<file path="src/mmbkc_pkg.sv">
// shared types, constants and byte helpers for the multi-mode byte key cipher
// no dependencies; imported by every module of the block
package mmbkc_pkg;

  // widths of the fixed fields
  localparam int unsigned ByteW   = 8;
  localparam int unsigned PosW    = 11;
  localparam int unsigned KeyW    = 64;
  localparam int unsigned KeyBytes = KeyW / ByteW;
  localparam int unsigned KeySelW = $clog2(KeyBytes);
  localparam int unsigned CtrW    = PosW - KeySelW;
  localparam int unsigned CfgIdxW = 8;

  // configuration register indexes
  localparam logic [CfgIdxW-1:0] CfgIdxKey  = 8'd0;
  localparam logic [CfgIdxW-1:0] CfgIdxMode = 8'd1;

  // cipher constants
  localparam logic [ByteW-1:0] SubConst = 8'h3b;
  localparam logic [2:0]       RolFixed = 3'd6;

  // cipher rules
  typedef enum logic [2:0] {
    ModeXor       = 3'd0,
    ModeRorKey    = 3'd1,
    ModeRolKey    = 3'd2,
    ModeRol6      = 3'd3,
    ModeCtrXor    = 3'd4,
    ModeCtrDelta  = 3'd5,
    ModeCtrRorKey = 3'd6,
    ModeSubXor    = 3'd7
  } mode_e;

  // configuration held by the register bank
  typedef struct packed {
    logic [KeyBytes-1:0][ByteW-1:0] key;
    mode_e                          mode;
  } cfg_t;

  // one byte in the input stage with its message context
  typedef struct packed {
    logic [ByteW-1:0] plain;
    logic             last;
    logic [PosW-1:0]  pos;
    logic [ByteW-1:0] prev;
  } item_t;

  // rotate a byte right
  function automatic logic [ByteW-1:0] rotr8(logic [ByteW-1:0] v, logic [2:0] s);
    logic [2*ByteW-1:0] w;
    w = {v, v} >> s;
    return w[ByteW-1:0];
  endfunction

  // rotate a byte left
  function automatic logic [ByteW-1:0] rotl8(logic [ByteW-1:0] v, logic [2:0] s);
    logic [2*ByteW-1:0] w;
    w = {v, v} << s;
    return w[2*ByteW-1:ByteW];
  endfunction

endpackage

</file>
<file path="src/mmbkc_cfg.sv">
// configuration register bank: key and mode
// depends on mmbkc_pkg
module mmbkc_cfg
  import mmbkc_pkg::*;
(
  input  logic               clk_i,
  input  logic               rst_ni,
  input  logic               cfg_valid_i,
  output logic               cfg_ready_o,
  input  logic [CfgIdxW-1:0] cfg_index_i,
  input  logic [KeyW-1:0]    cfg_data_i,
  output cfg_t               cfg_o
);

  logic [KeyW-1:0] key_q, key_d;
  mode_e           mode_q, mode_d;
  logic            wr_en;

  assign cfg_ready_o = 1'b1;
  assign wr_en       = cfg_valid_i & cfg_ready_o;

  // decode the register index; unknown indexes are dropped
  always_comb begin
    key_d  = key_q;
    mode_d = mode_q;
    if (wr_en) begin
      if (cfg_index_i == CfgIdxKey) begin
        key_d = cfg_data_i;
      end else if (cfg_index_i == CfgIdxMode) begin
        mode_d = mode_e'(cfg_data_i[2:0]);
      end
    end
  end

  always_ff @(posedge clk_i or negedge rst_ni) begin
    if (!rst_ni) begin
      key_q  <= '0;
      mode_q <= ModeXor;
    end else begin
      key_q  <= key_d;
      mode_q <= mode_d;
    end
  end

  assign cfg_o.key  = key_q;
  assign cfg_o.mode = mode_q;

endmodule

</file>
<file path="src/mmbkc_ctx.sv">
// input stage: byte position and previous byte tracking, input register
// depends on mmbkc_pkg
module mmbkc_ctx
  import mmbkc_pkg::*;
(
  input  logic             clk_i,
  input  logic             rst_ni,
  input  logic             in_valid_i,
  output logic             in_ready_o,
  input  logic [ByteW-1:0] in_plain_i,
  input  logic             in_last_i,
  input  logic             advance_i,
  output logic             item_valid_o,
  output item_t            item_o
);

  logic            valid_q, valid_d;
  item_t           item_q;
  logic [PosW-1:0] pos_q, pos_d;
  logic [ByteW-1:0] prev_q, prev_d;
  logic            accept;

  // stage is free when empty or when its byte moves on this cycle
  assign in_ready_o = ~valid_q | advance_i;
  assign accept     = in_valid_i & in_ready_o;

  // message context follows each accepted byte
  always_comb begin
    pos_d   = pos_q;
    prev_d  = prev_q;
    valid_d = valid_q & ~advance_i;
    if (accept) begin
      valid_d = 1'b1;
      if (in_last_i) begin
        pos_d  = '0;
        prev_d = '0;
      end else begin
        pos_d  = pos_q + PosW'(1);
        prev_d = in_plain_i;
      end
    end
  end

  always_ff @(posedge clk_i or negedge rst_ni) begin
    if (!rst_ni) begin
      valid_q <= 1'b0;
      pos_q   <= '0;
      prev_q  <= '0;
    end else begin
      valid_q <= valid_d;
      pos_q   <= pos_d;
      prev_q  <= prev_d;
    end
  end

  // payload capture
  always_ff @(posedge clk_i) begin
    if (accept) begin
      item_q.plain <= in_plain_i;
      item_q.last  <= in_last_i;
      item_q.pos   <= pos_q;
      item_q.prev  <= prev_q;
    end
  end

  assign item_valid_o = valid_q;
  assign item_o       = item_q;

endmodule

</file>
<file path="src/mmbkc_enc.sv">
// cipher rules and output register
// depends on mmbkc_pkg
module mmbkc_enc
  import mmbkc_pkg::*;
(
  input  logic             clk_i,
  input  logic             rst_ni,
  input  cfg_t             cfg_i,
  input  logic             item_valid_i,
  input  item_t            item_i,
  output logic             advance_o,
  output logic             out_valid_o,
  input  logic             out_ready_i,
  output logic [ByteW-1:0] out_cipher_o,
  output logic             out_last_o
);

  logic             valid_q;
  logic [ByteW-1:0] cipher_q, cipher_d;
  logic             last_q;
  logic [ByteW-1:0] kb, kc, ctr8;
  logic [2:0]       rot;

  // output register is free when empty or taken this cycle
  assign advance_o = ~valid_q | out_ready_i;

  // key byte, counter and combined key
  assign kb   = cfg_i.key[item_i.pos[KeySelW-1:0]];
  assign ctr8 = ByteW'(item_i.pos[PosW-1:KeySelW]);
  assign kc   = kb + ctr8;
  assign rot  = kb[2:0];

  // one rule per mode
  always_comb begin
    unique case (cfg_i.mode)
      ModeXor:       cipher_d = item_i.plain ^ kb;
      ModeRorKey:    cipher_d = rotr8(item_i.plain ^ kb, rot);
      ModeRolKey:    cipher_d = rotl8(item_i.plain ^ kb, rot);
      ModeRol6:      cipher_d = rotl8(item_i.plain, RolFixed) ^ kb;
      ModeCtrXor:    cipher_d = item_i.plain ^ kc;
      ModeCtrDelta:  cipher_d = (item_i.plain - item_i.prev) ^ kc;
      ModeCtrRorKey: cipher_d = rotr8(item_i.plain ^ kc, rot);
      ModeSubXor:    cipher_d = (item_i.plain - SubConst) ^ kc;
      default:       cipher_d = item_i.plain ^ kb;
    endcase
  end

  always_ff @(posedge clk_i or negedge rst_ni) begin
    if (!rst_ni) begin
      valid_q <= 1'b0;
    end else if (advance_o) begin
      valid_q <= item_valid_i;
    end
  end

  // result payload
  always_ff @(posedge clk_i) begin
    if (advance_o && item_valid_i) begin
      cipher_q <= cipher_d;
      last_q   <= item_i.last;
    end
  end

  assign out_valid_o  = valid_q;
  assign out_cipher_o = cipher_q;
  assign out_last_o   = last_q;

endmodule

</file>
<file path="src/multi_mode_byte_key_cipher.sv">
// path: a byte accepted into the input register moves on to the output register,
//   from which it transfers on the master side
// throughput: one byte per cycle; the input register and the output register
//   each take a new byte whenever the stage after them is empty or moving
// reset: asynchronous, active low; clears key, mode, byte position, previous
//   byte and both stage valid flags
module multi_mode_byte_key_cipher
  import mmbkc_pkg::*;
(
  input  logic               clk_i,
  input  logic               rst_ni,
  // plaintext stream
  input  logic               s_axis_tvalid_i,
  output logic               s_axis_tready_o,
  input  logic [7:0]         s_axis_tdata_i,   // [7:0] plain_byte
  input  logic               s_axis_tlast_i,   // end_of_message
  // ciphertext stream
  output logic               m_axis_tvalid_o,
  input  logic               m_axis_tready_i,
  output logic [7:0]         m_axis_tdata_o,   // [7:0] cipher_byte
  output logic               m_axis_tlast_o,   // last_out
  // configuration writes
  input  logic               cfg_valid_i,
  output logic               cfg_ready_o,
  input  logic [CfgIdxW-1:0] cfg_index_i,
  input  logic [KeyW-1:0]    cfg_data_i
);

  cfg_t  cfg;
  item_t item;
  logic  item_valid;
  logic  advance;

  // register bank
  mmbkc_cfg u_cfg (
    .clk_i       (clk_i),
    .rst_ni      (rst_ni),
    .cfg_valid_i (cfg_valid_i),
    .cfg_ready_o (cfg_ready_o),
    .cfg_index_i (cfg_index_i),
    .cfg_data_i  (cfg_data_i),
    .cfg_o       (cfg)
  );

  // input stage with message context
  mmbkc_ctx u_ctx (
    .clk_i        (clk_i),
    .rst_ni       (rst_ni),
    .in_valid_i   (s_axis_tvalid_i),
    .in_ready_o   (s_axis_tready_o),
    .in_plain_i   (s_axis_tdata_i),
    .in_last_i    (s_axis_tlast_i),
    .advance_i    (advance),
    .item_valid_o (item_valid),
    .item_o       (item)
  );

  // cipher and output register
  mmbkc_enc u_enc (
    .clk_i        (clk_i),
    .rst_ni       (rst_ni),
    .cfg_i        (cfg),
    .item_valid_i (item_valid),
    .item_i       (item),
    .advance_o    (advance),
    .out_valid_o  (m_axis_tvalid_o),
    .out_ready_i  (m_axis_tready_i),
    .out_cipher_o (m_axis_tdata_o),
    .out_last_o   (m_axis_tlast_o)
  );

`ifndef SYNTHESIS
  // an empty input stage never stalls the slave side
  a_ready_when_empty: assert property (@(posedge clk_i) disable iff (!rst_ni)
    !item_valid |-> s_axis_tready_o)
    else $error("input stage empty but not ready");

  // an accepted byte lands in the input stage with its last flag
  a_capture_last: assert property (@(posedge clk_i) disable iff (!rst_ni)
    s_axis_tvalid_i && s_axis_tready_o |=> item_valid && (item.last == $past(s_axis_tlast_i)))
    else $error("accepted byte not captured");

  // a byte leaving the input stage becomes a valid result with its last flag
  a_result_follows: assert property (@(posedge clk_i) disable iff (!rst_ni)
    item_valid && advance |=> m_axis_tvalid_o && (m_axis_tlast_o == $past(item.last)))
    else $error("input stage byte lost on the way out");

  // the first byte after a message end starts at position zero
  a_pos_restart: assert property (@(posedge clk_i) disable iff (!rst_ni)
    s_axis_tvalid_i && s_axis_tready_o && s_axis_tlast_i
      ##1 s_axis_tvalid_i && s_axis_tready_o |=> item.pos == '0)
    else $error("byte position not restarted after last byte");
`endif

endmodule

</file>
<file path="config.mk">
export PLATFORM = sky130hd
export DESIGN_NAME = multi_mode_byte_key_cipher
export DESIGN_NICKNAME = d
export VERILOG_FILES = /design/src/mmbkc_pkg.sv /design/src/mmbkc_cfg.sv /design/src/mmbkc_ctx.sv /design/src/mmbkc_enc.sv /design/src/multi_mode_byte_key_cipher.sv
export SDC_FILE = /design/constraint.sdc
export NUM_CORES = 1
export LEC_CHECK = 0
export BUFFER_PORTS_ARGS = -buffer_cell sky130_fd_sc_hd__buf_4
export CAP_MARGIN = 5
export CORE_UTILIZATION = 40
export CTS_CLUSTER_SIZE = 25
export DETAILED_ROUTE_END_ITERATION = 10
export GPL_ROUTABILITY_DRIVEN = 0
export HOLD_SLACK_MARGIN = 0.15
export PLACE_DENSITY = 0.56
export SYNTH_ARGS = -nofsm -noshare
export SYNTH_HDL_FRONTEND = slang
export SYNTH_SLANG_ARGS = --single-unit
</file>
<file path="constraint.sdc">
create_clock -name clk_i -period 9.35 [get_ports clk_i]
set_input_delay 0 -clock clk_i [delete_from_list [all_inputs] [get_ports clk_i]]
set_output_delay 0 -clock clk_i [all_outputs]
set_load 0.01 [all_outputs]
</file>
==> impl_metrics.env, run 1 <==
export IMPL_async_flop_share=0.704
export IMPL_cts_tree="done"
export IMPL_fmax_ghz=0.189
export IMPL_insertion_delay_ps=420
export IMPL_ctsResizeCount=0
export IMPL_ir_drop_mv=0.118
export IMPL_critical_path_max_stage_delay_ps=600
export IMPL_slew_violations=0
export IMPL_cts_buffers=17
export IMPL_die_area_um2=19100
export IMPL_finalWirelength_um=19300
export IMPL_cp_endpoint="u_enc.out_cipher_o[6]$_DFFE_PP_"
export IMPL_portBuffers=96
export IMPL_synth_fp_nets=772
export IMPL_required_ps=9480
export IMPL_synth_edff_count=37
export IMPL_r2r_end="u_enc.out_cipher_o[6]$_DFFE_PP_"
export IMPL_ys_ff_latch=125
export IMPL_synthFlopType="dfrtp_1"
export IMPL_diodes=0
export IMPL_reg2reg_depth=14
export IMPL_min_period_ps=5300
export IMPL_fin_crit_sh=0.567
export IMPL_grt_max_degree=65
export IMPL_routedWlPerCell_um=17.9
export IMPL_drtIter0Drc=363
export IMPL_tightest_slew_ps=796
export IMPL_grt_overflow=0
export IMPL_crit_type="reg -> reg"
export IMPL_antenna_found_initial=0
export IMPL_cts_root_buf="clkbuf_16"
export IMPL_die_width_um=138
export IMPL_clock_sinks=125
export IMPL_final_layout_size_suffix_gt1_frac=0.278
export IMPL_arrival_ps=5430
export IMPL_skew_ps=8.89
export IMPL_finalSetupViolations=0
export IMPL_rsz0062_at_grt="no"
export IMPL_nFillCells=1575
export IMPL_outcome="finished with violations"
export IMPL_critPathLaunch="u_ctx.item_o[8]$_DFFE_PP_"
export IMPL_drtAntennaViolNets=0
export IMPL_netlist_instances=669
export IMPL_slew_headroom=0.458
export IMPL_endpoint_kind="flip-flop"
export IMPL_viasPerCell=5.45
export IMPL_critPathLaunchType="flip-flop"
export IMPL_cts_clk_slew_worst_paths_ps=60
export IMPL_finalHoldViolations=0
export IMPL_worstReg2RegStart="u_ctx.item_o[8]$_DFFE_PP_"
export IMPL_syn_to_final_growth_pct=31.1
export IMPL_grt_pass1_wl_um=31500
export IMPL_track_usage=0.211
export IMPL_p_leak_uw=0.00435
export IMPL_yosysUniqueCellTypes=72
export IMPL_post_route_util=0.538
export IMPL_initial_core_util=0.411
export IMPL_drc=12
export IMPL_avgSynthCellArea_um2=11.1
export IMPL_layout_cells_most_common_list="103 x buf_4, 88 x dfrtp_1, 81 x dlygate4sd3_1"
export IMPL_final_setup_tns_ps=0
export IMPL_cts_buffer_depth=2
export IMPL_path_cells="buf_4, mux4_2, mux2i_4, inv_1, ha_1, fa_1, a211oi_1, or2_2, and2_1, o2111ai_1, a222oi_1, o31ai_1, a32oi_1, a22oi_1"
export IMPL_dr_pass1_iters=9
export IMPL_htree_levels=4
export IMPL_ys_seq_area_frac=0.446
export IMPL_powerDensity_nw_per_um2=181
export IMPL_synth_warnings=0
export IMPL_synth_area_um2=7430
export IMPL_vias=5894
export IMPL_failed_checks="design-rule violations"
export IMPL_grt_pass1_vias=6034
export IMPL_worstHoldStart="s_axis_tdata_i[4]"
export IMPL_path_max_fanout=22
export IMPL_nets=942
export IMPL_io_pins=98
export IMPL_final_common_cell="buf_4"
export IMPL_drv_cap=0
export IMPL_row_count=49
export IMPL_die_h_um=138
export IMPL_min_path_type="in -> reg"
export IMPL_dp_hpwl_um=13700
export IMPL_r2r_setup_slack_ps=4050
export IMPL_critPathSlowestCell="mux4_2"
export IMPL_core_um2=18100
## report_power, final
| part | total, uW | leakage (uW) | internal [uW] | switching (uW) |
|---|---|---|---|---|
| registers | 651 | 0.00156 | 614 | 37.3 |
| logic | 457 | 0.00250 | 214 | 243 |
| clock network | 650 | 0.000293 | 394 | 256 |
## registers in the layout (all words and copies together) (netlist names), 3 cells and up
register            cells
u_cfg.key_q            64
u_cfg.mode_q            3
u_ctx.prev_q            8
u_ctx.pos_q            11
u_ctx.item_o           28
u_enc.out_cipher_o      8
## how the worst min path moves through the flow
stage / to / slack (ps) / cells past startpoint
floorplan: u_cfg.key_q[0]$_DFFE_PN0P_ / -300 / 0
global placement: u_cfg.key_q[33]$_DFFE_PN0P_ / -30 / 1
detailed placement: u_cfg.key_q[33]$_DFFE_PN0P_ / -20 / 1
CTS: u_ctx.item_o[24]$_DFFE_PP_ / 300 / 2
global route: u_ctx.item_o[22]$_DFFE_PP_ / 310 / 2
finish: u_ctx.item_o[24]$_DFFE_PP_ / 310 / 2
## per-stage QoR
| step | std cells | worst slack, ps | cell area, um2 | power, uW | hold slack (ps) |
|---|---|---|---|---|---|
| 2_1_floorplan | 669 | 5410 | 7430 | 953 | -296 |
| 3_3_place_gp | 967 | 4400 | 8310 | 1080 | -33.3 |
| 3_5_place_dp | 967 | 4230 | 8310 | 1080 | -21.7 |
| 4_1_cts | 1081 | 4200 | 9730 | 1770 | 298 |
| 5_1_grt | 1081 | 3730 | 9730 | 1840 | 309 |
| 6_report | 1081 | 4050 | 9730 | 1760 | 314 |
## synth_stat cells, types with 15 or more instances
cell type / instances / area [um2]
xnor2_1: 21 / 184
dfrtp_1: 88 / 2200
mux2_2: 74 / 833
nor2_1: 40 / 150
mux2i_1: 30 / 300
clkbuf_1: 19 / 71.3
nand2_1: 66 / 248
edfxtp_1: 37 / 1110
a21oi_1: 22 / 110
o21ai_0: 19 / 95.1
xor2_1: 20 / 175
inv_1: 20 / 75.1
o211ai_1: 15 / 113
ha_1: 15 / 188
## critical path, delay by kind of cell (launching register included)
family / cells / cell delay (ps)
DFF: 1 / 320
buffers and inverters: 2 / 800
adders and majority gates: 2 / 810
muxes: 2 / 1160
AOI/OAI and AO/OA: 6 / 1530
and+or+nand+nor: 2 / 380
## metal layers
| layer | track usage | share of wire | vias up |
|---|---|---|---|
| met5 | 0 | 0 | - |
| met4 | 0.0928 | 0.029 | 0 |
| met3 | 0.0419 | 0.057 | 43 |
| met2 | 0.346 | 0.48 | 193 |
| met1 | 0.272 | 0.44 | 2864 |
| li1 | - | - | 2794 |
## final cells by class
| class | count | area (um2) | share of cell area |
|---|---|---|---|
| multi-input cells | 488 | 3850 | 0.396 |
| inverters | 22 | 85.1 | 0.00874 |
| repair buffers | 185 | 1600 | 0.165 |
| flip-flops and latches | 125 | 3310 | 0.340 |
| clock buffers | 19 | 464 | 0.0477 |
| well taps | 229 | 287 | 0.0294 |
| clock inverters | 13 | 129 | 0.0132 |
## logic make-up (layout without fill, tap and decap cells)
kind of cell | count (synthesis) | after routing | synth area share
AO/OA/AOI/OAI | 127 | 127 | 0.121
XOR/XNOR | 47 | 47 | 0.0640
adder cells (fa/ha/maj) | 17 | 17 | 0.0307
buffers and inverters | 56 | 239 | 0.0362
flip-flops | 125 | 125 | 0.446
multiplexers | 114 | 114 | 0.182
other | 1 | 1 | 0.000505
AND/OR/NAND/NOR | 182 | 182 | 0.120
## repair_timing
| item | CTS | global route |
|---|---|---|
| hold buffers | 82 | 0 |
| setup buffers | 0 | 0 |
| hold endpoints to repair | 128 | 0 |
Power figures use the tool's default switching activity.
==> inputs of run 2 (changes only) <==
==> constraint.sdc (replaced) <==
create_clock -name clk_i -period 5.2 [get_ports clk_i]
set_input_delay 0 -clock clk_i [delete_from_list [all_inputs] [get_ports clk_i]]
set_output_delay 0 -clock clk_i [all_outputs]
set_load 0.01 [all_outputs]
==> impl_metrics.env, run 2 (synthesis gave the netlist of run 1 again) <==
export IMPL_outcome="finished with violations"
export IMPL_failed_checks="design-rule violations"
export IMPL_nets=962
export IMPL_core_um2=18100
export IMPL_pre_cts_slack_ps=686
export IMPL_fmax_ghz=0.215
export IMPL_min_period_ps=4660
export IMPL_track_usage=0.211
export IMPL_grt_max_degree=49
export IMPL_largest_reg_flops=64
export IMPL_path_max_fanout=15
export IMPL_final_setup_tns_ps=0
export IMPL_skew_ps=10.5
export IMPL_cts_clk_slew_worst_paths_ps=60
export IMPL_crit_type="reg -> reg"
export IMPL_clock_sinks=125
export IMPL_p_int_uw=2170
export IMPL_diodes=0
export IMPL_seqPwrFrac=0.373
export IMPL_design_area_um2=9900
export IMPL_p_comb_frac=0.261
export IMPL_portBuffers=96
export IMPL_p_leak_uw=0.00445
export IMPL_grt_pass1_vias=6096
export IMPL_viasPerCell=5.44
export IMPL_finalWirelength_um=19300
export IMPL_die_width_um=138
export IMPL_cts_buffer_depth=2
export IMPL_clkPwrFrac=0.366
export IMPL_place_area_um2=8350
export IMPL_min_path_type="in -> reg"
export IMPL_grt_overflow=0
export IMPL_initial_core_util=0.411
export IMPL_vias=5984
export IMPL_row_count=49
export IMPL_path_cells="mux2i_1, mux4_2, inv_1, ha_1, a211oi_1, or2_2, o311ai_1, xor2_1, o211ai_1, o21ai_0, o211ai_1, a32oi_1"
export IMPL_critPathSlowestCell="mux4_2"
export IMPL_switching_power_uw=980
export IMPL_slew_headroom=0.549
export IMPL_layout_cells_most_common_list="108 x buf_4, 97 x dlygate4sd3_1, 88 x dfrtp_1"
export IMPL_finalHoldViolations=0
export IMPL_setup_slack_ps=541
export IMPL_htree_levels=4
export IMPL_tightest_slew_ps=671
export IMPL_critical_path_max_stage_delay_ps=660
export IMPL_drv_cap=0
export IMPL_nFillCells=1537
export IMPL_rsz0062_at_grt="no"
export IMPL_required_ps=5340
export IMPL_die_area_um2=19100
export IMPL_insertion_delay_ps=430
export IMPL_ir_drop_mv=0.205
export IMPL_finalSetupViolations=0
export IMPL_post_route_util=0.547
export IMPL_dr_pass1_iters=8
export IMPL_final_layout_size_suffix_gt1_frac=0.275
export IMPL_cts_root_buf="clkbuf_16"
export IMPL_arrival_ps=4800
export IMPL_drtIter0Drc=514
export IMPL_die_h_um=138
export IMPL_drtAntennaViolNets=0
export IMPL_slew_violations=0
export IMPL_path_common_cell="o211ai_1"
export IMPL_drc=12
export IMPL_instances_no_fill=1101
export IMPL_dp_cells=972
export IMPL_io_pins=98
export IMPL_critPathLaunchType="flip-flop"
export IMPL_fin_crit_sh=0.896
export IMPL_syn_to_final_growth_pct=33.3
export IMPL_switching_share=0.311
export IMPL_max_flop_register="u_cfg.key_q"
export IMPL_final_common_cell="buf_4"
export IMPL_cts_buffers=17
export IMPL_antenna_found_initial=0
export IMPL_routedWlPerCell_um=17.6
export IMPL_dp_hpwl_um=13800
export IMPL_powerDensity_nw_per_um2=319
export IMPL_endpoint_kind="flip-flop"
export IMPL_cts_tree="done"
export IMPL_grt_pass1_wl_um=31500
run 2: changes by cell type in the layout (fill, tap and decap cells not counted), sizes merged:
cell / before / now
clkinvlp: 1 / 0
inv: 26 / 27
dlygate4sd3: 81 / 97
clkbuf: 19 / 20
buf: 104 / 108
bufinv: 1 / 0
run 2: path summary, 6_finish.rpt:
| path | endpoint | depth (start not counted) | slack (ps) | start |
|---|---|---|---|---|
| min in group asynchronous | u_ctx.pos_q[2]$_DFFE_PN0P_ | 3 | 630 | rst_ni |
| min reg2reg | u_enc.out_last_o$_DFFE_PP_ | 0 | 440 | u_ctx.item_o[19]$_DFFE_PP_ |
| max | u_enc.out_cipher_o[7]$_DFFE_PP_ | 12 | 540 | u_ctx.item_o[8]$_DFFE_PP_ |
| max reg2reg | u_enc.out_cipher_o[7]$_DFFE_PP_ | 12 | 540 | u_ctx.item_o[8]$_DFFE_PP_ |
| min | u_ctx.item_o[26]$_DFFE_PP_ | 2 | 300 | s_axis_tdata_i[6] |
| max in group asynchronous | u_cfg.key_q[44]$_DFFE_PN0P_ | 4 | 3420 | rst_ni |
run 2: repair_timing:
item                      4_1_cts  5_1_grt
setup buffers                   0        0
hold endpoints to repair      142        0
resized for setup               0        0
hold buffers                   97        0
run 2: layer usage:
metal	vias to the layer above	wire [um]	track usage
met5	-	0	0
met4	0	488	0.0917
met1	2900	8620	0.276
met2	210	9060	0.339
li1	2836	-	-
met3	38	1160	0.0461
run 2: worst max-delay path, delay by kind of cell (launching register included):
| family | cells | cell delay, ps |
|---|---|---|
| AO/OA/AOI/OAI | 6 | 1490 |
| multiplexers | 2 | 850 |
| flip-flops | 1 | 570 |
| buffers and inverters | 1 | 500 |
| adder cells (fa/ha/maj) | 1 | 370 |
| AND/OR/NAND/NOR | 1 | 330 |
| XOR/XNOR | 1 | 250 |
run 2: area by class of cell:
cell class | count | area [um2] | area share
well taps | 229 | 287 | 0.0290
clock inverters | 12 | 98.8 | 0.00999
repair buffers | 205 | 1780 | 0.180
flip-flops and latches | 125 | 3310 | 0.335
clock buffers | 20 | 479 | 0.0484
inverters | 22 | 85.1 | 0.00860
multi-input cells | 488 | 3850 | 0.389
run 2: power groups by stage:
stage / clock network (uW) / logic (uW) / registers (uW)
3_3_place_gp: 0 / 740 / 1190
2_1_floorplan: 0 / 549 / 1160
6_report: 1150 / 824 / 1180
3_5_place_dp: 0 / 753 / 1190
5_1_grt: 1210 / 895 / 1190
4_1_cts: 1170 / 816 / 1180
run 2: per-stage QoR:
step | hold slack, ps | power (uW)
3_5_place_dp | 50.0 | 1950
4_1_cts | 289 | 3160
2_1_floorplan | -296 | 1710
5_1_grt | 297 | 3290
6_report | 300 | 3150
3_3_place_gp | 43.8 | 1930
